===== src/rtl/pae_pkg.sv =====
// Package for the positional array engine.
// Holds opcodes, status codes, cell modes, sequencer states and default depth.
// No dependencies.
package pae_pkg;

   localparam int DEPTH_DEF = 256;
   localparam int GROUP_SIZE = 16;

   typedef enum logic [2:0] {
      OP_INS_FRONT = 3'd0,
      OP_INS_BACK  = 3'd1,
      OP_INS_POS   = 3'd2,
      OP_DEL_FRONT = 3'd3,
      OP_DEL_BACK  = 3'd4,
      OP_DEL_POS   = 3'd5,
      OP_SEARCH    = 3'd6
   } opcode_type;

   typedef enum logic [1:0] {
      ST_OK     = 2'd0,
      ST_FULL   = 2'd1,
      ST_EMPTY  = 2'd2,
      ST_BADPOS = 2'd3
   } status_type;

   typedef enum logic [1:0] {
      CM_HOLD   = 2'd0,
      CM_INSERT = 2'd1,
      CM_DELETE = 2'd2,
      CM_SEARCH = 2'd3
   } cell_mode_type;

   typedef enum logic [2:0] {
      SQ_IDLE   = 3'd0,
      SQ_EXEC   = 3'd1,
      SQ_REDUCE = 3'd2,
      SQ_FOUND  = 3'd3,
      SQ_RESP   = 3'd4
   } seq_state_type;

endpackage


===== src/rtl/pae_cell.sv =====
// One storage cell of the positional array chain.
// Holds one entry and trades it with its neighbors; flags a search match.
// Depends on pae_pkg.
module pae_cell #(
   parameter int DEPTH = pae_pkg::DEPTH_DEF,
   parameter int INDEX = 0,
   localparam int CNT_W = $clog2(DEPTH + 1)
) (
   input  logic                  clock,
   input  logic                  reset,
   input  pae_pkg::cell_mode_type mode,
   input  logic [CNT_W-1:0]      at,
   input  logic [CNT_W-1:0]      count,
   input  logic signed [31:0]    key,
   input  logic signed [31:0]    left_entry,
   input  logic signed [31:0]    right_entry,
   output logic signed [31:0]    entry,
   output logic                  match
);

   localparam logic [CNT_W-1:0] IDX = CNT_W'(INDEX);

   logic signed [31:0] entry_ff, entry_in;
   logic               match_ff, match_in;

   always_comb begin
      entry_in = entry_ff;
      match_in = match_ff;
      case (mode)
         pae_pkg::CM_INSERT: begin
            if (IDX > at) begin
               entry_in = left_entry;
            end else if (IDX == at) begin
               entry_in = key;
            end
         end
         pae_pkg::CM_DELETE: begin
            if (IDX >= at) begin
               entry_in = right_entry;
            end
         end
         pae_pkg::CM_SEARCH: begin
            match_in = (entry_ff == key) && (IDX < count);
         end
         default: begin
         end
      endcase
   end

   always_ff @(posedge clock) begin
      entry_ff <= entry_in;
   end

   always_ff @(posedge clock) begin
      if (reset) begin
         match_ff <= 1'b0;
      end else begin
         match_ff <= match_in;
      end
   end

   assign entry = entry_ff;
   assign match = match_ff;

endmodule


===== config.mk =====
export PLATFORM = sky130hd
export DESIGN_NAME = pae_cell
export DESIGN_NICKNAME = d
export VERILOG_FILES = /design/src/rtl/pae_pkg.sv /design/src/rtl/pae_cell.sv
export SDC_FILE = /design/constraint.sdc
export NUM_CORES = 1
export LEC_CHECK = 0
export ABC_AREA = 0
export BUFFER_PORTS_ARGS = -buffer_cell sky130_fd_sc_hd__buf_2
export CORE_ASPECT_RATIO = 0.6
export CORE_MARGIN = 8
export CORE_UTILIZATION = 35
export CTS_CLUSTER_DIAMETER = 60
export DETAILED_ROUTE_END_ITERATION = 7
export PLACE_DENSITY = 0.77
export SYNTH_ARGS = -nofsm -noshare
export SYNTH_HDL_FRONTEND = slang
export SYNTH_SLANG_ARGS = --single-unit

===== constraint.sdc =====
create_clock -name clock -period 4.79 [get_ports clock]
set_clock_uncertainty 0.15 [all_clocks]
set_input_delay 0.7185 -clock clock [delete_from_list [all_inputs] [get_ports clock]]
set_output_delay 0.7185 -clock clock [all_outputs]
set_load 0.1 [all_outputs]

======== After elaboration in Yosys (flattened, before gate mapping) ========
Cells that the tools add are included.
word-level totals
  logic and storage cells ................. 19
  bits of input ports ..................... 118
  flip-flop bits (word level) ............. 33
  output and inout bits ................... 33
operators by class
  reductions and logical operators ........ 4
  muxes and demuxes ....................... 4
  equal/unequal tests ..................... 6
  $lt $le $gt $ge ......................... 3
operator list
  kind                                                 count
  2-to-1 mux 32 bit                                    3
  one-hot mux 32 bit (2 select lines)                  1
  == test 32 bit                                       1
  >= comparator 1 x 9 -> 1 bit (first input constant)  1
  > comparator 1 x 9 -> 1 bit (first input constant)   1
  logical NOT 9 bit                                    1
  < comparator 1 x 9 -> 1 bit (first input constant)   1
  == test 2 bit (second input constant)                2
  != test 3 bit (second input constant)                1
  AND reduction 3 bit                                  1
  == test 2 x 1 -> 1 bit (second input constant)       1
  != test 2 bit (second input constant)                1
  nonzero test 2 bit                                   1
  logical AND 1 bit                                    1

======== Depth between registers and ports, before layout ========
  depth after elaboration ................. 4
  gate-level depth with buffers ........... 5
  gate-level depth less buffers ........... 5

======== Least setup slack after synthesis ========
No wires, ideal clock.
  kind .................................... input-to-reg
  from .................................... input at[5]
  to ...................................... register entry_ff[0] (netlist: entry[0]), enable pin
  required time ........................... 4.135 ns
  buffers on the path ..................... 0
  arrival time ............................ 4.352 ns
  setup time .............................. 0.505 ns
  cell stages on the path ................. 2
  slack ................................... -0.217 ns
  cell sequence ........................... or4_1 > nor4_1
on the way
  word-level cells in the longest chain between the ends .. 3
  elaborated cells on any way between the ends .. 6
  those cells by class .................... 2 x order compare; 2 x eq/ne; 2 x reduce/logical
ends and longest elaborated chain
  item                                                                    RTL line        text
  start: declaration                                                      pae_cell.sv:12  input logic [CNT_W-1:0] at,
  > comparator 1 x 9 -> 1 bit, or another cell as far along               pae_cell.sv:31  if (IDX > at) begin
  != test 3 bit (no source line) / != test 2 bit (equally long branches)  -
  AND reduction 3 bit (no source line) *                                  -
  end signal: assignment                                                  pae_cell.sv:51  entry_ff <= entry_in;
  end: declaration                                                        pae_cell.sv:23  logic signed [31:0] entry_ff, entry_in;
Every way passes the cells marked *; elsewhere a longest branch is shown, timed or not.
A chain may end at the register's enable or synchronous reset.

======== Worst setup path in the final report ========
  from .................................... input mode[1]
  to ...................................... register entry_ff[8] (netlist: entry[8]), enable pin
on the way
  word-level cells in the longest chain between the ends .. 3
  elaborated cells on any way between the ends .. 6
  those cells by class .................... 4 x eq/ne; 2 x reduce/logical
ends and longest elaborated chain
  item                                                            RTL line        text
  start: declaration                                              pae_cell.sv:11  input pae_pkg::cell_mode_type mode,
  == test 2 x 1 -> 1 bit / == test 2 bit (equally long branches)  pae_cell.sv:29  case (mode)
  != test 3 bit (no source line), or another cell as far along    -
  AND reduction 3 bit (no source line) *                          -
Marked as above.

==> run summary <==
io pins - 151
Layout area overhead - 42.7%
Crit path buffers/inverters - 2
crit end category - flip-flop
top cells by area, synth - edfxtp_1 53%, mux2_2 20%, xnor2_1 7.8%
minimum clock period - 2660 ps
critical path's top delay family - simple AND/OR/NAND/NOR gates
clk buf depth - 2
GP Congestion - 0.753
input/output buffers - 118
Slew HR - 35.3%
Post-synth EDFFs - 32
postcts setup bufs - 0
hold path cells - 2
Worst R2R Start - entry[6]
r2r setup slk - 3200 ps
final hold viol count - 0
most instantiated cells after synthesis - 32 x edfxtp_1, 32 x mux2_2, 16 x xnor2_1, 16 x xor2_1, 6 x nor4_1
worst skew pair latency - 280 ps
RSZ-0062 raised after global routing - false
vias in the first global route - 1600
fmax - 375 MHz
capturing point of the worst reg2reg path - match
CP max FO - 33
worst min-delay path endpoint - match
cts hold-fix bufs - 0
Netlist Area Pre-Place - 0.00181 mm2
Initial Util - 35.9%
CP Cell Sequence - buf_2 -> nor2b_4 -> o21ai_1 -> nor4_4 -> buf_4
FFs w/ async S/R, synth - 0%
H-tree depth - 2
status - finished clean
syn_nets - 244
maximum VDD drop - 0.136 mV
CTS tree - done
Yosys warning count - 0
Worst Reg2Reg Path Length in Cells - 4
die width - 109 um
Max Slew Vio Count - 0
final hold slack - 327 ps
P per Cell Area - 256 mW/mm2
final wirelength - 4960 um
first-pass GRT wire length - 7680 um
post-DP HPWL - 4080 um
DR pass1 iterations - 4
Seq cells post-synth - 33
Synth cell types - 17
sequential-to-total area share from yosys stat - 54.3%
post-route ant nets - 0
Vias - 1456
antenna cells - 0
Crit path largest cell delay - 790 ps
Core Rows - 20
setup violators final - 0
area of the multi-input gates - 807 um2
Min-Delay Path Class - flip-flop to flip-flop
TNS Setup - 0 ps
max cap viols - 0
GRT overflow - 0
Post-synth top flop - edfxtp_1
Worst setup SP type - input pin
largest net degree at the start of global routing - 34
antenna violations before repair - 0
area occupied by registers - 981 um2
Worst Hold Launch - match
Crit path arrival time - 2450 ps
layout cells sized above 1 - 64.3%
Initial DRC Count - 62
Routed WL per cell - 15.7 um
critical path required time - 4570 ps
cell taking the most area after synthesis - edfxtp_1
Via density - 4.62
syn avg cell area - 14.3 um2
Critical-path top delay cell - nor2b_4
area of the die - 0.00779 mm2
Setup CP Type - input pin to flip-flop
Clock Pin Slew Worst Setup and Hold Paths - 60 ps
Lkg Pwr - 1.07 nW
Final Cycle Share - 55.6%
TritonCTS buffer count - 5
# DRC - 0
Syn Inst Count - 126
GRT Total Usage - 12.7%
Fill cells - 472
Floorplan Core Area - 0.00503 mm2
post-cts gate resize count - 0
Worst Tran Pin Value - 968 ps
DIE HEIGHT - 71.7 um
CTS root buf - clkbuf_8
area share of the leading cell type in the synthesized netlist - 53.2%
Post-layout nets - 366
TritonCTS Sinks - 33
[where the power goes]
group	total [mW]	switching, mW	internal [mW]
clock network	0.254	0.101	0.153
registers	0.319	0.000181	0.319
logic	0.0874	0.0341	0.0534
[how the worst max path moves through the flow]
stage / slack (ps) / cells past startpoint / to / start
floorplan: 1090 / 2 / entry[0] / at[5]
global placement: 1820 / 5 / entry[15] / mode[1]
detailed placement: 1770 / 5 / entry[15] / mode[1]
CTS: 2080 / 5 / entry[8] / mode[1]
global route: 1960 / 5 / entry[8] / mode[1]
finish: 2130 / 5 / entry[8] / mode[1]
[stage by stage]
| step | instance area [um2] | setup slack (ps) | std cells | utilization, % | total power, mW |
|---|---|---|---|---|---|
| 2_1_floorplan | 1810 | 1090 | 126 | - | 0.370 |
| 3_3_place_gp | 2470 | 1820 | 307 | 49.1 | 0.411 |
| 3_5_place_dp | 2470 | 1770 | 307 | 49.1 | 0.414 |
| 4_1_cts | 2580 | 2080 | 315 | 51.3 | 0.671 |
| 5_1_grt | 2580 | 1960 | 315 | 51.3 | 0.691 |
| 6_report | 2580 | 2130 | 315 | 51.3 | 0.661 |
[cell type report]
class	count	area share, %
clock buffers	5	2.67
clock inverters	3	1.60
multi-input cells	89	31.3
flip-flops and latches	33	38.0
well taps	66	3.20
repair buffers	119	23.2
[sequential cells by signal (all words and copies together) (netlist names)]
| name | flops |
|---|---|
| entry | 32 |
| match | 1 |
[tightest hold or removal path, stage by stage (launching register included)]
cell and delay (ps):
dfxtp_1 310, nand3b_1 70, o21ai_1 50
[placed cells by master, fill, tap and decap left out]
master and count:
mux2_2 32, nand3_1 2, clkinv_1 1, bufinv_16 1, nand3b_1 1, or4_1 1, edfxtp_1 32, nor2_1 1
xnor2_1 16, clkinvlp_4 1, dfxtp_1 1, xor2_1 16, nor4_1 5, nor4_4 1, nor2b_4 1, nand2_1 1
nor3_1 4, clkbuf_8 5, o21ai_1 2, buf_4 1, buf_2 118, nand4_1 5, nor2b_1 1
[logic make-up after synthesis]
logic type | after synthesis | share of synthesized area (%)
buffers and inverters | 4 | 2.29
multiplexers | 32 | 19.9
AND/OR/NAND/NOR | 23 | 7.41
XOR/XNOR | 32 | 15.5
flip-flops | 33 | 54.3
AO/OA/AOI/OAI | 2 | 0.554
[layer usage]
metal	global-route usage (%)	routed length (um)	share of wire (%)
met1	12.9	1850	37
met2	20.6	2240	45
met3	8.77	825	17
met4	3.62	40	0.81
met5	0	0	0
Note: power is estimated with default switching activity, not from simulation.
