==> config.mk <==
export PLATFORM = sky130hd
export DESIGN_NAME = pae_ctrl
export DESIGN_NICKNAME = d
export VERILOG_FILES = /design/src/rtl/pae_pkg.sv /design/src/rtl/pae_ctrl.sv
export SDC_FILE = /design/constraint.sdc
export NUM_CORES = 1
export LEC_CHECK = 0
export BUFFER_PORTS_ARGS = -buffer_cell sky130_fd_sc_hd__buf_4
export CORE_ASPECT_RATIO = 0.8
export CORE_UTILIZATION = 49
export DETAILED_ROUTE_END_ITERATION = 10
export PLACE_DENSITY = 0.8
export SYNTH_ARGS = -nofsm -noshare
export SYNTH_HDL_FRONTEND = slang
export SYNTH_SLANG_ARGS = --single-unit
==> constraint.sdc <==
create_clock -name clock -period 4.92 [get_ports clock]
set_input_delay 0.246 -clock clock [delete_from_list [all_inputs] [get_ports clock]]
set_output_delay 0.246 -clock clock [all_outputs]
set_load 0.02 [all_outputs]
==> src/rtl/pae_pkg.sv <==
// Package for the positional array engine.
// Holds opcodes, status codes, cell modes, sequencer states and default depth.
// No dependencies.
package pae_pkg;

   localparam int DEPTH_DEF = 256;
   localparam int GROUP_SIZE = 16;

   typedef enum logic [2:0] {
      OP_INS_FRONT = 3'd0,
      OP_INS_BACK  = 3'd1,
      OP_INS_POS   = 3'd2,
      OP_DEL_FRONT = 3'd3,
      OP_DEL_BACK  = 3'd4,
      OP_DEL_POS   = 3'd5,
      OP_SEARCH    = 3'd6
   } opcode_type;

   typedef enum logic [1:0] {
      ST_OK     = 2'd0,
      ST_FULL   = 2'd1,
      ST_EMPTY  = 2'd2,
      ST_BADPOS = 2'd3
   } status_type;

   typedef enum logic [1:0] {
      CM_HOLD   = 2'd0,
      CM_INSERT = 2'd1,
      CM_DELETE = 2'd2,
      CM_SEARCH = 2'd3
   } cell_mode_type;

   typedef enum logic [2:0] {
      SQ_IDLE   = 3'd0,
      SQ_EXEC   = 3'd1,
      SQ_REDUCE = 3'd2,
      SQ_FOUND  = 3'd3,
      SQ_RESP   = 3'd4
   } seq_state_type;

endpackage

==> src/rtl/pae_ctrl.sv <==
// Sequencer of the positional array engine.
// Takes requests, decodes status, drives the cell chain, returns responses.
// Depends on pae_pkg.
module pae_ctrl #(
   parameter int DEPTH = pae_pkg::DEPTH_DEF,
   localparam int CNT_W = $clog2(DEPTH + 1)
) (
   input  logic                   clock,
   input  logic                   reset,
   input  logic                   req_valid,
   output logic                   req_stall,
   input  logic [2:0]             req_opcode,
   input  logic [CNT_W-1:0]       req_position,
   input  logic signed [31:0]     req_value,
   output logic                   rsp_valid,
   input  logic                   rsp_stall,
   output logic [1:0]             rsp_status,
   output logic                   rsp_found,
   output logic [CNT_W-1:0]       rsp_entry_count,
   output pae_pkg::cell_mode_type cell_mode,
   output logic [CNT_W-1:0]       cell_at,
   output logic [CNT_W-1:0]       cell_count,
   output logic signed [31:0]     cell_key,
   input  logic                   match_any
);

   pae_pkg::seq_state_type state_ff, state_in;
   logic [2:0]             op_ff, op_in;
   logic [CNT_W-1:0]       pos_ff, pos_in;
   logic signed [31:0]     key_ff, key_in;
   logic [CNT_W-1:0]       count_ff, count_in;
   pae_pkg::status_type    status_ff, status_in;
   logic                   found_ff, found_in;

   pae_pkg::status_type    exec_status;
   pae_pkg::cell_mode_type exec_mode;
   logic [CNT_W-1:0]       exec_at;
   logic                   exec_ins;
   logic                   exec_del;

   always_comb begin
      exec_ins = 1'b0;
      exec_del = 1'b0;
      exec_at  = '0;
      case (pae_pkg::opcode_type'(op_ff))
         pae_pkg::OP_INS_FRONT: begin
            exec_ins = 1'b1;
         end
         pae_pkg::OP_INS_BACK: begin
            exec_ins = 1'b1;
            exec_at  = count_ff;
         end
         pae_pkg::OP_INS_POS: begin
            exec_ins = 1'b1;
            exec_at  = pos_ff;
         end
         pae_pkg::OP_DEL_FRONT: begin
            exec_del = 1'b1;
         end
         pae_pkg::OP_DEL_BACK: begin
            exec_del = 1'b1;
            exec_at  = count_ff - CNT_W'(1);
         end
         pae_pkg::OP_DEL_POS: begin
            exec_del = 1'b1;
            exec_at  = pos_ff;
         end
         default: begin
         end
      endcase
   end

   always_comb begin
      exec_status = pae_pkg::ST_OK;
      exec_mode   = pae_pkg::CM_HOLD;
      if (exec_ins) begin
         if (exec_at > count_ff) begin
            exec_status = pae_pkg::ST_BADPOS;
         end else if (count_ff >= CNT_W'(DEPTH)) begin
            exec_status = pae_pkg::ST_FULL;
         end else begin
            exec_mode = pae_pkg::CM_INSERT;
         end
      end else if (exec_del) begin
         if (count_ff == '0) begin
            exec_status = pae_pkg::ST_EMPTY;
         end else if (exec_at >= count_ff) begin
            exec_status = pae_pkg::ST_BADPOS;
         end else begin
            exec_mode = pae_pkg::CM_DELETE;
         end
      end else if (op_ff == pae_pkg::OP_SEARCH) begin
         exec_mode = pae_pkg::CM_SEARCH;
         if (count_ff == '0) begin
            exec_status = pae_pkg::ST_EMPTY;
         end
      end
   end

   always_comb begin
      state_in = state_ff;
      case (state_ff)
         pae_pkg::SQ_IDLE: begin
            if (req_valid) begin
               state_in = pae_pkg::SQ_EXEC;
            end
         end
         pae_pkg::SQ_EXEC: begin
            if (op_ff == pae_pkg::OP_SEARCH) begin
               state_in = pae_pkg::SQ_REDUCE;
            end else begin
               state_in = pae_pkg::SQ_RESP;
            end
         end
         pae_pkg::SQ_REDUCE: begin
            state_in = pae_pkg::SQ_FOUND;
         end
         pae_pkg::SQ_FOUND: begin
            state_in = pae_pkg::SQ_RESP;
         end
         pae_pkg::SQ_RESP: begin
            if (!rsp_stall) begin
               state_in = pae_pkg::SQ_IDLE;
            end
         end
         default: begin
            state_in = pae_pkg::SQ_IDLE;
         end
      endcase
   end

   always_comb begin
      req_stall = 1'b1;
      rsp_valid = 1'b0;
      cell_mode = pae_pkg::CM_HOLD;
      case (state_ff)
         pae_pkg::SQ_IDLE: begin
            req_stall = 1'b0;
         end
         pae_pkg::SQ_EXEC: begin
            cell_mode = exec_mode;
         end
         pae_pkg::SQ_RESP: begin
            rsp_valid = 1'b1;
         end
         default: begin
         end
      endcase
   end

   always_comb begin
      op_in     = op_ff;
      pos_in    = pos_ff;
      key_in    = key_ff;
      count_in  = count_ff;
      status_in = status_ff;
      found_in  = found_ff;
      if (state_ff == pae_pkg::SQ_IDLE && req_valid) begin
         op_in  = req_opcode;
         pos_in = req_position;
         key_in = req_value;
      end
      if (state_ff == pae_pkg::SQ_EXEC) begin
         status_in = exec_status;
         found_in  = 1'b0;
         if (exec_mode == pae_pkg::CM_INSERT) begin
            count_in = count_ff + CNT_W'(1);
         end else if (exec_mode == pae_pkg::CM_DELETE) begin
            count_in = count_ff - CNT_W'(1);
         end
      end
      if (state_ff == pae_pkg::SQ_FOUND) begin
         found_in = match_any;
      end
   end

   always_ff @(posedge clock) begin
      if (reset) begin
         state_ff  <= pae_pkg::SQ_IDLE;
         count_ff  <= '0;
         status_ff <= pae_pkg::ST_OK;
         found_ff  <= 1'b0;
      end else begin
         state_ff  <= state_in;
         count_ff  <= count_in;
         status_ff <= status_in;
         found_ff  <= found_in;
      end
   end

   always_ff @(posedge clock) begin
      op_ff  <= op_in;
      pos_ff <= pos_in;
      key_ff <= key_in;
   end

   assign cell_at         = exec_at;
   assign cell_count      = count_ff;
   assign cell_key        = key_ff;
   assign rsp_status      = status_ff;
   assign rsp_found       = found_ff;
   assign rsp_entry_count = count_ff;

endmodule

; ---- Yosys cells after proc, flatten, opt, wreduce, memory -nomap -nowiden
; Cells that the tools add are included.
[word_totals]
regBits = 59
inputBits = 49
out_inout_bits = 66
wordCells = 66
[classes]
add_sub_neg = 2
order_cmp = 3
eq_ne = 14
mux = 29
n_reduce_logical = 11
[ops]
columns = operator, count
row1 = $pmux W9 S3, 1
row2 = $mux W2, 13
row3 = $mux W9, 2
row4 = $pmux W3 S5, 1
row5 = $eq A3 B2 Y1 const B, 4
row6 = $eq A3 B3 Y1 const B, 4
row7 = $add A9 B1 Y9 const B, 1
row8 = $ge A9 B9 Y1, 1
row9 = $ge A9 B9 Y1 const B, 1
row10 = $gt A9 B9 Y1, 1
row11 = $logic_not A9 Y1, 1
row12 = $mux W1, 9
row13 = $mux W3, 3
row14 = $sub A9 B1 Y9 const B, 1
row15 = $eq A3 B1 Y1 const B, 2
row16 = $logic_not A3 Y1, 2
row17 = $reduce_or A3 Y1, 2
row18 = $ne A2 B2 Y1 const B, 2
row19 = $reduce_and A2 Y1, 2
row20 = $reduce_bool A2 Y1, 2
row21 = $eq A2 B1 Y1 const B, 1
row22 = $eq A2 B2 Y1 const B, 1
row23 = $reduce_or A2 Y1, 1
row24 = $logic_and A1 B1 Y1, 1

; ---- Depth between registers and ports, before layout
; Gate-level depths: netlist (run 1).
[depth]
depth_word = 11
mapped_depth = 22
ltp_nobuf = 19

; ---- Worst setup path after synthesis (run 1)
; Ideal clock, no wire load.
[synth_timing]
kind = reg2reg
startpoint = reg count_ff[0], in the netlist cell_count[0]
endpoint = reg count_ff[3], in the netlist cell_count[3]
setup_time_ns = 0.128
arrival_ns = 4.433
required_time_ns = 4.792
setup_slack_ns = 0.359
stages_incl_launch_ff = 22
path_buffers = 4
period_less_slack_ns = 4.561
cell_sequence = dfxtp_1 > buf_6 > inv_1 > ha_1 > or4b_1 > clkbuf_1 > nor2_1 > a22o_1 > a22oi_1 > o21ai_0 > ha_1 > nand4_1 > o221a_2 > a21boi_0 > o21ai_0 > ha_1 > clkbuf_1 > clkbuf_1 > nand4_1 > a21oi_1 > xnor2_1 > nor2_1
[synth_between]
elab_chain_cells = 10
elab_cells_between_ends = 19
cone_classes = add/sub: 2 / order compare: 3 / eq/ne: 2 / mux: 9 / reduce/logical: 3
[synth_rtl]
columns = item, line
row1 = from (decl), pae_ctrl.sv:31  ; logic [CNT_W-1:0] count_ff, count_in;
row2 = from (signal assigned), pae_ctrl.sv:185  ; count_ff <= count_in;
row3 = $sub A9 B1 Y9 *, pae_ctrl.sv:62  ; exec_at = count_ff - CNT_W'(1);
row4 = $pmux W9 S3 *, pae_ctrl.sv:45  ; case (pae_pkg::opcode_type'(op_ff))
row5 = named net cell_at[8], pae_ctrl.sv:21  ; output logic [CNT_W-1:0] cell_at,
row6 = $ge A9 B9 Y1, pae_ctrl.sv:87  ; end else if (exec_at >= count_ff) begin
row7 = $mux W2, pae_ctrl.sv:87
row8 = $mux W2, pae_ctrl.sv:85  ; if (count_ff == '0) begin
row9 = $mux W2, pae_ctrl.sv:84  ; end else if (exec_del) begin
row10 = $mux W2 *, pae_ctrl.sv:76  ; if (exec_ins) begin
row11 = $eq A2 B1 Y1 / $eq A2 B2 Y1 (equally long branches), "pae_ctrl.sv:166, pae_ctrl.sv:168"
row12 = $reduce_bool A2 Y1 (no source line), --
row13 = $reduce_and A2 Y1 (no source line), --
; The timed path passes the listed nets; every way through them passes the cells marked *. The select of a mux whose other input is x is not followed.
; A chain may end at the register's enable or synchronous reset.

; ---- Worst setup path in the final report (run 1)
[layout_timing]
startpoint = reg count_ff[1], in the netlist cell_count[1]
endpoint = reg count_ff[2], in the netlist cell_count[2]
[layout_between]
elab_chain_cells = 10
elab_cells_between_ends = 19
cone_classes = add/sub: 2 / order compare: 3 / eq/ne: 2 / mux: 9 / reduce/logical: 3
[layout_rtl]
columns = item, line
row1 = $sub A9 B1 Y9, "pae_ctrl.sv:62, pae_ctrl.sv:169"
row2 = $pmux W9 S3, pae_ctrl.sv:45
row3 = $ge A9 B9 Y1, pae_ctrl.sv:87
row4 = $mux W2, pae_ctrl.sv:87
row5 = $mux W2, pae_ctrl.sv:85
row6 = $mux W2, pae_ctrl.sv:84
row7 = $mux W2, pae_ctrl.sv:76
row8 = $eq A2 B1 Y1 / $eq A2 B2 Y1 (equally long branches), "pae_ctrl.sv:166, pae_ctrl.sv:168"
row9 = $reduce_bool A2 Y1 (no source line), --
row10 = $reduce_and A2 Y1 (no source line), --
; Several ways; a longest one is shown, not always the timed one. The select of a mux whose other input is x is not followed.

==> impl_results.html, run 1 <==
<table>
<tr><th>Metric</th><th>Value</th></tr>
<tr><th colspan="2">Die</th></tr>
<tr><td>Die ar.</td><td>around 6400 sq um</td></tr>
<tr><td>Initial cell density of the core</td><td>52.6%</td></tr>
<tr><td>Placeable core area</td><td>roughly 5600 sq um</td></tr>
<tr><td>Standard-cell rows</td><td>24</td></tr>
<tr><td>Top-level I/O count</td><td>between 100 and 150</td></tr>
<tr><td>Width of the chip</td><td>about 89 um</td></tr>
<tr><td>Vertical die dimension</td><td>roughly 72 um</td></tr>
<tr><th colspan="2">Final layout</th></tr>
<tr><td>Post-Layout Inst Area</td><td>4050 sq um</td></tr>
<tr><td>Commonest cells after routing, fill and taps aside</td><td>116 x buf_4, 44 x edfxtp_1, 31 x o21ai_0, 27 x nand2_1, 20 x nor2_1</td></tr>
<tr><td>Final nets</td><td>448</td></tr>
<tr><td>Most common cell after layout, fill and taps aside</td><td>buf_4</td></tr>
<tr><td>Fraction of layout instances using a drive strength above 1</td><td>between 30% and 40%</td></tr>
<tr><td>Ant. Diodes</td><td>0</td></tr>
<tr><td>Final std cells w/o fill</td><td>470</td></tr>
<tr><td>Area growth from synthesis to layout</td><td>36.2%</td></tr>
<tr><th colspan="2">GRT</th></tr>
<tr><td>Via count of the first global-routing pass</td><td>between 2k and 2.5k</td></tr>
<tr><td>Total congestion overflow</td><td>0</td></tr>
<tr><td>Largest net degree at the start of global routing</td><td>45</td></tr>
<tr><td>GRT Overall Usage</td><td>between 20% and 30%</td></tr>
<tr><td>Antenna violations before repair</td><td>0</td></tr>
<tr><td>First-pass GRT wire length</td><td>11.4 mm</td></tr>
<tr><th colspan="2">STA</th></tr>
<tr><td>Post-route clock period utilization</td><td>between 90% and 100%</td></tr>
<tr><td>RSZ-0062 raised after global routing</td><td>false</td></tr>
<tr><td>Setup-violating endpoint count in the final report</td><td>0</td></tr>
<tr><td>Worst clock skew</td><td>between 0.005 and 0.006 ns</td></tr>
<tr><td>Final setup margin</td><td>0.398 ns</td></tr>
<tr><td>Transition time at the pin with the least slew margin</td><td>approximately 0.64 ns</td></tr>
<tr><td>Total Negative Setup Slacks</td><td>0 ns</td></tr>
<tr><td>Max-slew headroom</td><td>a little under three fifths</td></tr>
<tr><td>Number of max-slew violations in the final report</td><td>0</td></tr>
<tr><td>Hold Violations, Final</td><td>0</td></tr>
<tr><td>Min cycle time layout</td><td>4.52 ns</td></tr>
<tr><td>Peak Freq</td><td>roughly 220 MHz</td></tr>
<tr><th colspan="2">Drt</th></tr>
<tr><td>Final Routed Wirelength</td><td>roughly 7.4 mm</td></tr>
<tr><td>Number of search-and-repair iterations in the first detailed-routing pass</td><td>5</td></tr>
<tr><td>Post-route DRC</td><td>0</td></tr>
<tr><td>Vias per std cell</td><td>5.62</td></tr>
<tr><td>Wirelength per Cell</td><td>~16 um</td></tr>
<tr><td>DR iter-0 viols</td><td>between 150 and 200</td></tr>
<tr><td>Count of antenna-violating nets left after detailed routing</td><td>0</td></tr>
<tr><td>Total via count in the routed design</td><td>~2.6k</td></tr>
<tr><th colspan="2">Clocking</th></tr>
<tr><td>Clock Root Buffer</td><td>clkbuf_8</td></tr>
<tr><td>Register clock-pin slew on the reported worst setup and hold paths</td><td>around 0.070 ns</td></tr>
<tr><td>Maximum level of the CTS H-tree</td><td>3</td></tr>
<tr><td>CTS tree</td><td>yes</td></tr>
<tr><td>CTS Buf Count</td><td>9</td></tr>
<tr><td>Number of clock sinks</td><td>59</td></tr>
<tr><td>Maximum root-to-sink buffer count</td><td>2</td></tr>
<tr><td>Clk Latency, worst-skew pair</td><td>0.34 ns</td></tr>
<tr><td>Post-CTS Repair Setup Buffers</td><td>0</td></tr>
<tr><th colspan="2">Setup path</th></tr>
<tr><td>Start-to-end type of the worst setup path</td><td>reg2reg</td></tr>
<tr><td>Reg-to-reg critical path endpoint</td><td>cell_count[2]</td></tr>
<tr><td>Startpoint of the most critical register-to-register path</td><td>cell_count[1]</td></tr>
<tr><td>Launching element of the worst setup path</td><td>cell_count[1]</td></tr>
<tr><td>Kind of end point of the critical path</td><td>register</td></tr>
<tr><td>Depth of the worst register-to-register path</td><td>16</td></tr>
<tr><td>Endpoint required time on the critical path</td><td>around 5.2 ns</td></tr>
<tr><td>Flop2flop setup slack</td><td>around 0.4 ns</td></tr>
<tr><td>Largest driver fanout on the critical path</td><td>9</td></tr>
<tr><td>CP arrival</td><td>4.80 ns</td></tr>
<tr><td>Crit path launch type</td><td>register</td></tr>
<tr><th colspan="2">Yosys</th></tr>
<tr><td>Cell count after synthesis</td><td>about 290</td></tr>
<tr><td>Most instantiated flip-flop cell in the synthesis netlist</td><td>edfxtp_1</td></tr>
<tr><td>Synth Warn #</td><td>0</td></tr>
<tr><td>Post-Synthesis Mean Instance Area</td><td>between 10 and 15 sq um</td></tr>
<tr><td>Syn Std Cell Area</td><td>2970 sq um</td></tr>
<tr><td>Number of unique standard cell types used by synthesis</td><td>45</td></tr>
<tr><td>Count of flip-flops with a built-in enable after synthesis</td><td>between 40 and 50</td></tr>
<tr><td>Portion of the post-synthesis area used by sequential elements</td><td>a little over half</td></tr>
<tr><td>Synthesized net count</td><td>around 350</td></tr>
<tr><td>Share of async-settable or async-resettable flops after synthesis</td><td>0%</td></tr>
<tr><td>Yosys reg bits</td><td>just under 60</td></tr>
<tr><th colspan="2">Place</th></tr>
<tr><td>Pre-CTS setup slack</td><td>roughly 0.43 ns</td></tr>
<tr><td>Gpl congestion</td><td>around 0.9</td></tr>
<tr><td>Placed wire-length estimate</td><td>about 5.3 mm</td></tr>
<tr><td>Placed Cells incl. Taps</td><td>around 450</td></tr>
<tr><td>Input/output buffers</td><td>between 100 and 150</td></tr>
<tr><td>Cell Area, Placed</td><td>roughly 3800 sq um</td></tr>
<tr><th colspan="2">Power</th></tr>
<tr><td>Logic pwr share</td><td>30.8%</td></tr>
<tr><td>Cell Pwr Density</td><td>approximately 410 nW/um^2</td></tr>
<tr><td>Internal cell power</td><td>1140 uW</td></tr>
<tr><td>Peak supply drop</td><td>roughly 250 uV</td></tr>
<tr><td>Switching component of the power</td><td>about 530 uW</td></tr>
<tr><td>Net switching share of the total power</td><td>roughly a third</td></tr>
<tr><td>Clock group share of total power</td><td>31.7%</td></tr>
<tr><td>Share of power burned in registers</td><td>between 30% and 40%</td></tr>
<tr><td>Static Leakage</td><td>~0.0017 uW</td></tr>
<tr><th colspan="2">Min path</th></tr>
<tr><td>Hold Path Stages</td><td>1</td></tr>
<tr><td>Capture endpoint of the worst hold path</td><td>cell_key[6]</td></tr>
<tr><td>Kind of path behind the tightest hold check</td><td>in2reg</td></tr>
<tr><td>Hold wc startpoint</td><td>req_value[6]</td></tr>
<tr><th colspan="2">Outcome</th></tr>
<tr><td>Run status</td><td>finished, final reports clean</td></tr>
<tr><th colspan="2">Job</th></tr>
<tr><td>Number of max-cap violations</td><td>0</td></tr>
</table>
## power by group through the flow
stage               clock network [uW]  registers, uW  logic (uW)
global route                       554            630         552
global placement                     0            631         487
finish                             527            624         512
floorplan                            0            649         320
detailed placement                   0            633         496
CTS                                534            623         501
## metal layers
metal	track usage, %	vias to the layer above	share of wire (%)
li1	-	1245	-
met1	30.7	1228	41
met2	38.4	150	48
met3	7.14	18	8.4
met4	11.5	0	2.0
met5	0	-	0
## how the worst max path moves through the flow
| stage | end | slack, ns | depth (start not counted) |
|---|---|---|---|
| floorplan | cell_count[3] | 0.36 | 21 |
| detailed placement | cell_count[8] | 0.43 | 17 |
| global route | cell_count[4] | 0.02 | 16 |
| global placement | cell_count[4] | 0.66 | 16 |
| finish | cell_count[2] | 0.40 | 16 |
| CTS | cell_count[8] | 0.36 | 17 |
## logic make-up (layout without fill, tap and decap cells)
kind of cell    after synthesis  count (layout)  synth area share, %
compound gates               78              78                 16.2
xor+xnor                      6               6                 1.77
fa+ha+maj                    12              12                 5.05
buf+inv                      40             146                 6.66
flops                        59              59                 54.6
mux                           1               1                0.337
simple gates                 90              90                 15.4
## critical path, cell delays in order (launching register included)
cell and delay, ns:
dfxtp_1 0.39, inv_1 0.13, ha_1 0.20, or4b_1 0.59, nor2_1 0.37, o21ai_0 0.15
a22oi_1 0.14, o21ai_0 0.14, ha_1 0.36, nand4_1 0.14, or3_1 0.42, a21boi_0 0.18
o21ai_0 0.12, ha_2 0.31, nand2b_1 0.26, or3_1 0.41, a21oi_1 0.14
## synthesized netlist by cell type, types with 2 or more instances
cell	number	share of area, %
nor3b_1	2	0.51
clkbuf_1	13	1.6
o211ai_1	2	0.51
nor4_1	2	0.42
and3_1	4	0.84
edfxtp_1	44	44
o21ai_0	31	5.2
nor3_1	7	1.2
xnor2_1	6	1.8
nand4_1	9	1.9
a22oi_1	7	1.8
buf_4	10	2.5
or3_1	6	1.3
a211oi_1	2	0.51
ha_1	12	5.1
a21boi_0	2	0.51
o21a_1	2	0.51
a21oi_1	18	3.0
nand2_1	27	3.4
inv_1	14	1.8
a311oi_1	2	0.59
nor2_1	22	2.8
nand2b_1	4	0.84
dfxtp_1	15	10
o41ai_1	2	0.59
nand3_1	2	0.34
## timing repair
action / 4_1_cts / 5_1_grt
setup endpoints to repair: 0 / 5
resized for setup: 0 / 2
hold buffers: 0 / 0
## cell type report
class	count	area, sq um
clock buffer	9	124
clock inverter	7	116
fill	459	1600
inverter	14	52.6
multi-input combinational	187	1160
sequential	59	1620
tap	78	97.6
timing repair buffer	116	871
## state kept, by name, indices dropped and copies added (netlist names)
name,count
cell_count,9
cell_key,32
op_ff,3
pos_ff,9
rsp_found,1
rsp_status,2
state_ff,3
## through the flow
step | total power (uW) | util (%) | hold slack [ns]
detailed placement | 1130 | 67.3 | 0.425
finish | 1660 | 71.7 | 0.0723
CTS | 1660 | 71.6 | 0.0639
global placement | 1120 | 67.3 | 0.424
floorplan | 969 | - | 0.318
global route | 1740 | 71.7 | 0.0550
Note: power is estimated with default switching activity, not from simulation.
==> run 2, diff against run 1 <==
--- a/config.mk
+++ b/config.mk
@@ -5,6 +5,7 @@
 export SDC_FILE = /design/constraint.sdc
 export NUM_CORES = 1
 export LEC_CHECK = 0
+export ABC_AREA = 1
 export BUFFER_PORTS_ARGS = -buffer_cell sky130_fd_sc_hd__buf_4
 export CORE_ASPECT_RATIO = 0.8
 export CORE_UTILIZATION = 49
==> impl_results.html, run 2 <==
<table>
<tr><th>Metric</th><th>Value</th></tr>
<tr><th colspan="2">Yosys</th></tr>
<tr><td>Most instantiated flip-flop cell in the synthesis netlist</td><td>edfxtp_1</td></tr>
<tr><td>Count of flip-flops with a built-in enable after synthesis</td><td>44 (unchanged)</td></tr>
<tr><td>Share of async-settable or async-resettable flops after synthesis</td><td>0% (unchanged)</td></tr>
<tr><td>Yosys reg bits</td><td>59 (unchanged)</td></tr>
<tr><td>Synthesized net count</td><td>363 (+4.6%)</td></tr>
<tr><td>Portion of the post-synthesis area used by sequential elements</td><td>55.7% (+1.1 points)</td></tr>
<tr><td>Dominant cell by count in the synthesized netlist</td><td>nand2_1</td></tr>
<tr><td>Portion of synthesized cell area occupied by the leading cell type</td><td>45.4% (+0.90 points)</td></tr>
<tr><td>Cells taking the most area after synthesis</td><td>edfxtp_1 45%, dfxtp_1 10%, nand2_1 9.8%, ha_1 5.2%, inv_1 4.4%</td></tr>
<tr><td>Cell count after synthesis</td><td>302 (+5.6%)</td></tr>
<tr><td>Number of unique standard cell types used by synthesis</td><td>38 (-16%)</td></tr>
<tr><td>Syn Std Cell Area</td><td>2910 sq um (-2.0%)</td></tr>
<tr><td>Post-Synthesis Mean Instance Area</td><td>9.64 sq um (-7.2%)</td></tr>
<tr><td>Synth Warn #</td><td>0 (unchanged)</td></tr>
<tr><td>Most frequent cells after synthesis</td><td>76 x nand2_1, 44 x edfxtp_1, 34 x inv_1, 19 x nand3_1</td></tr>
<tr><td>Largest area contributor in the netlist</td><td>edfxtp_1</td></tr>
<tr><th colspan="2">Final layout</th></tr>
<tr><td>Final nets</td><td>473 (+5.6%)</td></tr>
<tr><td>Register area</td><td>1620 sq um (unchanged)</td></tr>
<tr><td>Area growth from synthesis to layout</td><td>35.6%</td></tr>
<tr><td>Commonest cells after routing, fill and taps aside</td><td>114 x buf_4, 76 x nand2_1, 44 x edfxtp_1, 34 x inv_1, 19 x nand3_1</td></tr>
<tr><td>Final std cells w/o fill</td><td>495 (+5.3%)</td></tr>
<tr><td>Fraction of layout instances using a drive strength above 1</td><td>36.9% (+1.5 points)</td></tr>
<tr><td>Layout filler cell count</td><td>477 (+3.9%)</td></tr>
<tr><td>Ant. Diodes</td><td>0 (unchanged)</td></tr>
<tr><td>Area of combinational cells with multiple inputs</td><td>1060 sq um (-9.2%)</td></tr>
<tr><td>Most common cell after layout, fill and taps aside</td><td>buf_4</td></tr>
<tr><td>Largest register FFs</td><td>32 (unchanged)</td></tr>
<tr><th colspan="2">Drt</th></tr>
<tr><td>Final Routed Wirelength</td><td>6.92 mm (-6.3%)</td></tr>
<tr><td>Total via count in the routed design</td><td>2523 (-4.5%)</td></tr>
<tr><td>Post-route DRC</td><td>0 (unchanged)</td></tr>
<tr><td>Wirelength per Cell</td><td>14.0 um (-11%)</td></tr>
<tr><td>DR iter-0 viols</td><td>147 (-24%)</td></tr>
<tr><td>Number of search-and-repair iterations in the first detailed-routing pass</td><td>4 (-1)</td></tr>
<tr><td>Count of antenna-violating nets left after detailed routing</td><td>0 (unchanged)</td></tr>
<tr><td>Vias per std cell</td><td>5.10 (-9.3%)</td></tr>
<tr><th colspan="2">Setup path</th></tr>
<tr><td>Start-to-end type of the worst setup path</td><td>reg2reg</td></tr>
<tr><td>List of cells traversed by the critical path</td><td>inv_1, ha_1, nand3_2, nor2_2, nand2_1, nand2_1, nand2_1, nand3_1, ha_1, nand2_1, nor2_2, nand3_1, and2_4, a21oi_1, ha_1, inv_1, nor2_1, nor2_2, o21ai_0, a31oi_1</td></tr>
<tr><td>Kind of end point of the critical path</td><td>register</td></tr>
<tr><td>Critical path buffers and inverters</td><td>2 (+1)</td></tr>
<tr><td>Endpoint required time on the critical path</td><td>5.15 ns (-0.05 ns)</td></tr>
<tr><td>Kind of cell with the highest combined delay on the critical path</td><td>simple AND/OR/NAND/NOR gates</td></tr>
<tr><td>Slowest stage delay, CP</td><td>0.48 ns (-0.11 ns)</td></tr>
<tr><td>Critical Path Most Common Cell</td><td>nand2_1</td></tr>
<tr><td>Largest driver fanout on the critical path</td><td>11 (+2)</td></tr>
<tr><td>Crit path launch type</td><td>register</td></tr>
<tr><td>Critical Path Slowest Stage Cell</td><td>dfxtp_1</td></tr>
<tr><td>CP arrival</td><td>3.94 ns (-0.86 ns)</td></tr>
<tr><th colspan="2">STA</th></tr>
<tr><td>Final setup margin</td><td>1.21 ns (+0.811 ns)</td></tr>
<tr><td>Setup-violating endpoint count in the final report</td><td>0 (unchanged)</td></tr>
<tr><td>RSZ-0062 raised after global routing</td><td>false</td></tr>
<tr><td>Hold Violations, Final</td><td>0 (unchanged)</td></tr>
<tr><td>Peak Freq</td><td>269 MHz (+22%)</td></tr>
<tr><td>Total Negative Setup Slacks</td><td>0 ns (unchanged)</td></tr>
<tr><td>Post-route clock period utilization</td><td>75.4% (-16 points)</td></tr>
<tr><td>Transition time at the pin with the least slew margin</td><td>1.17 ns (+0.527 ns)</td></tr>
<tr><td>Min cycle time layout</td><td>3.71 ns (-0.811 ns)</td></tr>
<tr><td>Max-slew headroom</td><td>21.8% (-35 points)</td></tr>
<tr><td>Number of max-slew violations in the final report</td><td>0 (unchanged)</td></tr>
<tr><td>Worst clock skew</td><td>0.00678 ns (+0.000780 ns)</td></tr>
<tr><th colspan="2">Power</th></tr>
<tr><td>Peak supply drop</td><td>261 uV (+4.1%)</td></tr>
<tr><td>Overall power</td><td>1560 uW (-6.0%)</td></tr>
<tr><td>Static Leakage</td><td>0.00181 uW (+6.7%)</td></tr>
<tr><td>Cell Pwr Density</td><td>396 nW/um^2 (-3.7%)</td></tr>
<tr><th colspan="2">Die</th></tr>
<tr><td>Width of the chip</td><td>88.2 um (-0.98%)</td></tr>
<tr><td>Top-level I/O count</td><td>115 (unchanged)</td></tr>
<tr><td>Standard-cell rows</td><td>24 (unchanged)</td></tr>
<tr><td>Placeable core area</td><td>5590 sq um (-1.1%)</td></tr>
<tr><td>Die ar.</td><td>6260 sq um (-1.9%)</td></tr>
<tr><td>Initial cell density of the core</td><td>52.1% (-0.49 points)</td></tr>
<tr><td>Vertical die dimension</td><td>70.9 um (-0.97%)</td></tr>
<tr><th colspan="2">Clocking</th></tr>
<tr><td>Clk Latency, worst-skew pair</td><td>0.34 ns (about the same)</td></tr>
<tr><td>Post-CTS Repair Setup Buffers</td><td>0 (unchanged)</td></tr>
<tr><td>Post-cts hold buffer count</td><td>0 (unchanged)</td></tr>
<tr><td>CTS tree</td><td>yes</td></tr>
<tr><td>Clock Root Buffer</td><td>clkbuf_8</td></tr>
<tr><td>Post-cts sizing count</td><td>0 (unchanged)</td></tr>
<tr><td>Register clock-pin slew on the reported worst setup and hold paths</td><td>0.07 ns (about the same)</td></tr>
<tr><td>Maximum root-to-sink buffer count</td><td>2 (unchanged)</td></tr>
<tr><td>CTS Buf Count</td><td>9 (unchanged)</td></tr>
<tr><td>Maximum level of the CTS H-tree</td><td>3 (unchanged)</td></tr>
<tr><td>Number of clock sinks</td><td>59 (unchanged)</td></tr>
<tr><th colspan="2">Job</th></tr>
<tr><td>Number of max-cap violations</td><td>0 (unchanged)</td></tr>
<tr><th colspan="2">Outcome</th></tr>
<tr><td>Run status</td><td>finished, final reports clean</td></tr>
<tr><th colspan="2">Place</th></tr>
<tr><td>Placed wire-length estimate</td><td>5.21 mm (-1.1%)</td></tr>
<tr><td>Pre-CTS setup slack</td><td>1.28 ns (+0.852 ns)</td></tr>
<tr><td>Gpl congestion</td><td>0.867 (-4.3%)</td></tr>
<tr><td>Input/output buffers</td><td>114 (unchanged)</td></tr>
<tr><td>Placed Cells incl. Taps</td><td>479 (+5.5%)</td></tr>
<tr><th colspan="2">GRT</th></tr>
<tr><td>Via count of the first global-routing pass</td><td>2437 (+0.95%)</td></tr>
<tr><td>Antenna violations before repair</td><td>0 (unchanged)</td></tr>
<tr><td>GRT Overall Usage</td><td>23.7% (-0.55 points)</td></tr>
<tr><td>Total congestion overflow</td><td>0 (unchanged)</td></tr>
<tr><td>Largest net degree at the start of global routing</td><td>45 (unchanged)</td></tr>
<tr><td>First-pass GRT wire length</td><td>11.0 mm (-3.3%)</td></tr>
<tr><th colspan="2">Min path</th></tr>
<tr><td>Kind of path behind the tightest hold check</td><td>in2reg</td></tr>
</table>
-- run 2: cell families after synthesis --
kind of cell	after synthesis	share of synthesized area, %
adder cells (fa/ha/maj)	12	5.16
XOR/XNOR	4	1.20
flip-flops	59	55.7
AO/OA/AOI/OAI	44	9.37
buffers and inverters	52	8.29
AND/OR/NAND/NOR	131	20.3
-- run 2: layout make-up --
cell class | count | area share, %
inverters | 37 | 3.52
clock inverters | 7 | 1.36
flip-flops and latches | 59 | 41.1
multi-input cells | 191 | 26.8
well taps | 78 | 2.47
clock buffers | 9 | 3.14
repair buffers | 114 | 21.7
-- run 2: metrics by stage --
step	hold WS [ns]	area, sq um	util, %
global route	0.0502	3950	70.7
floorplan	0.345	2910	-
CTS	0.0569	3950	70.7
detailed placement	0.425	3770	67.5
global placement	0.424	3770	67.5
finish	0.0723	3950	70.7
-- run 2: metal layers --
layer	share of wire, %	GRT usage, %	vias up
met4	1.4	7.17	0
met3	7.7	8.75	13
met5	0	0	-
li1	-	-	1229
met2	48	38.7	108
met1	43	29.3	1173
-- run 2: power breakdown --
| part | switching (uW) | leakage, uW | internal [uW] | total [uW] |
|---|---|---|---|---|
| sequential | 36.3 | 0.000541 | 590 | 626 |
| combinational | 336 | 0.00118 | 208 | 544 |
| clock | 208 | 0.0000818 | 184 | 393 |
| total | 581 | 0.00181 | 982 | 1560 |
-- run 2: worst paths after layout --
| check | endpoint | slack (ns) | cells after the start | start |
|---|---|---|---|---|
| setup / recovery | cell_count[5] | 1.21 | 20 | cell_count[0] |
| hold / removal | cell_key[25] | 0.07 | 1 | req_value[25] |
| setup reg to reg | cell_count[5] | 1.21 | 20 | cell_count[0] |
| hold reg to reg | state_ff[1] | 0.47 | 1 | state_ff[2] |
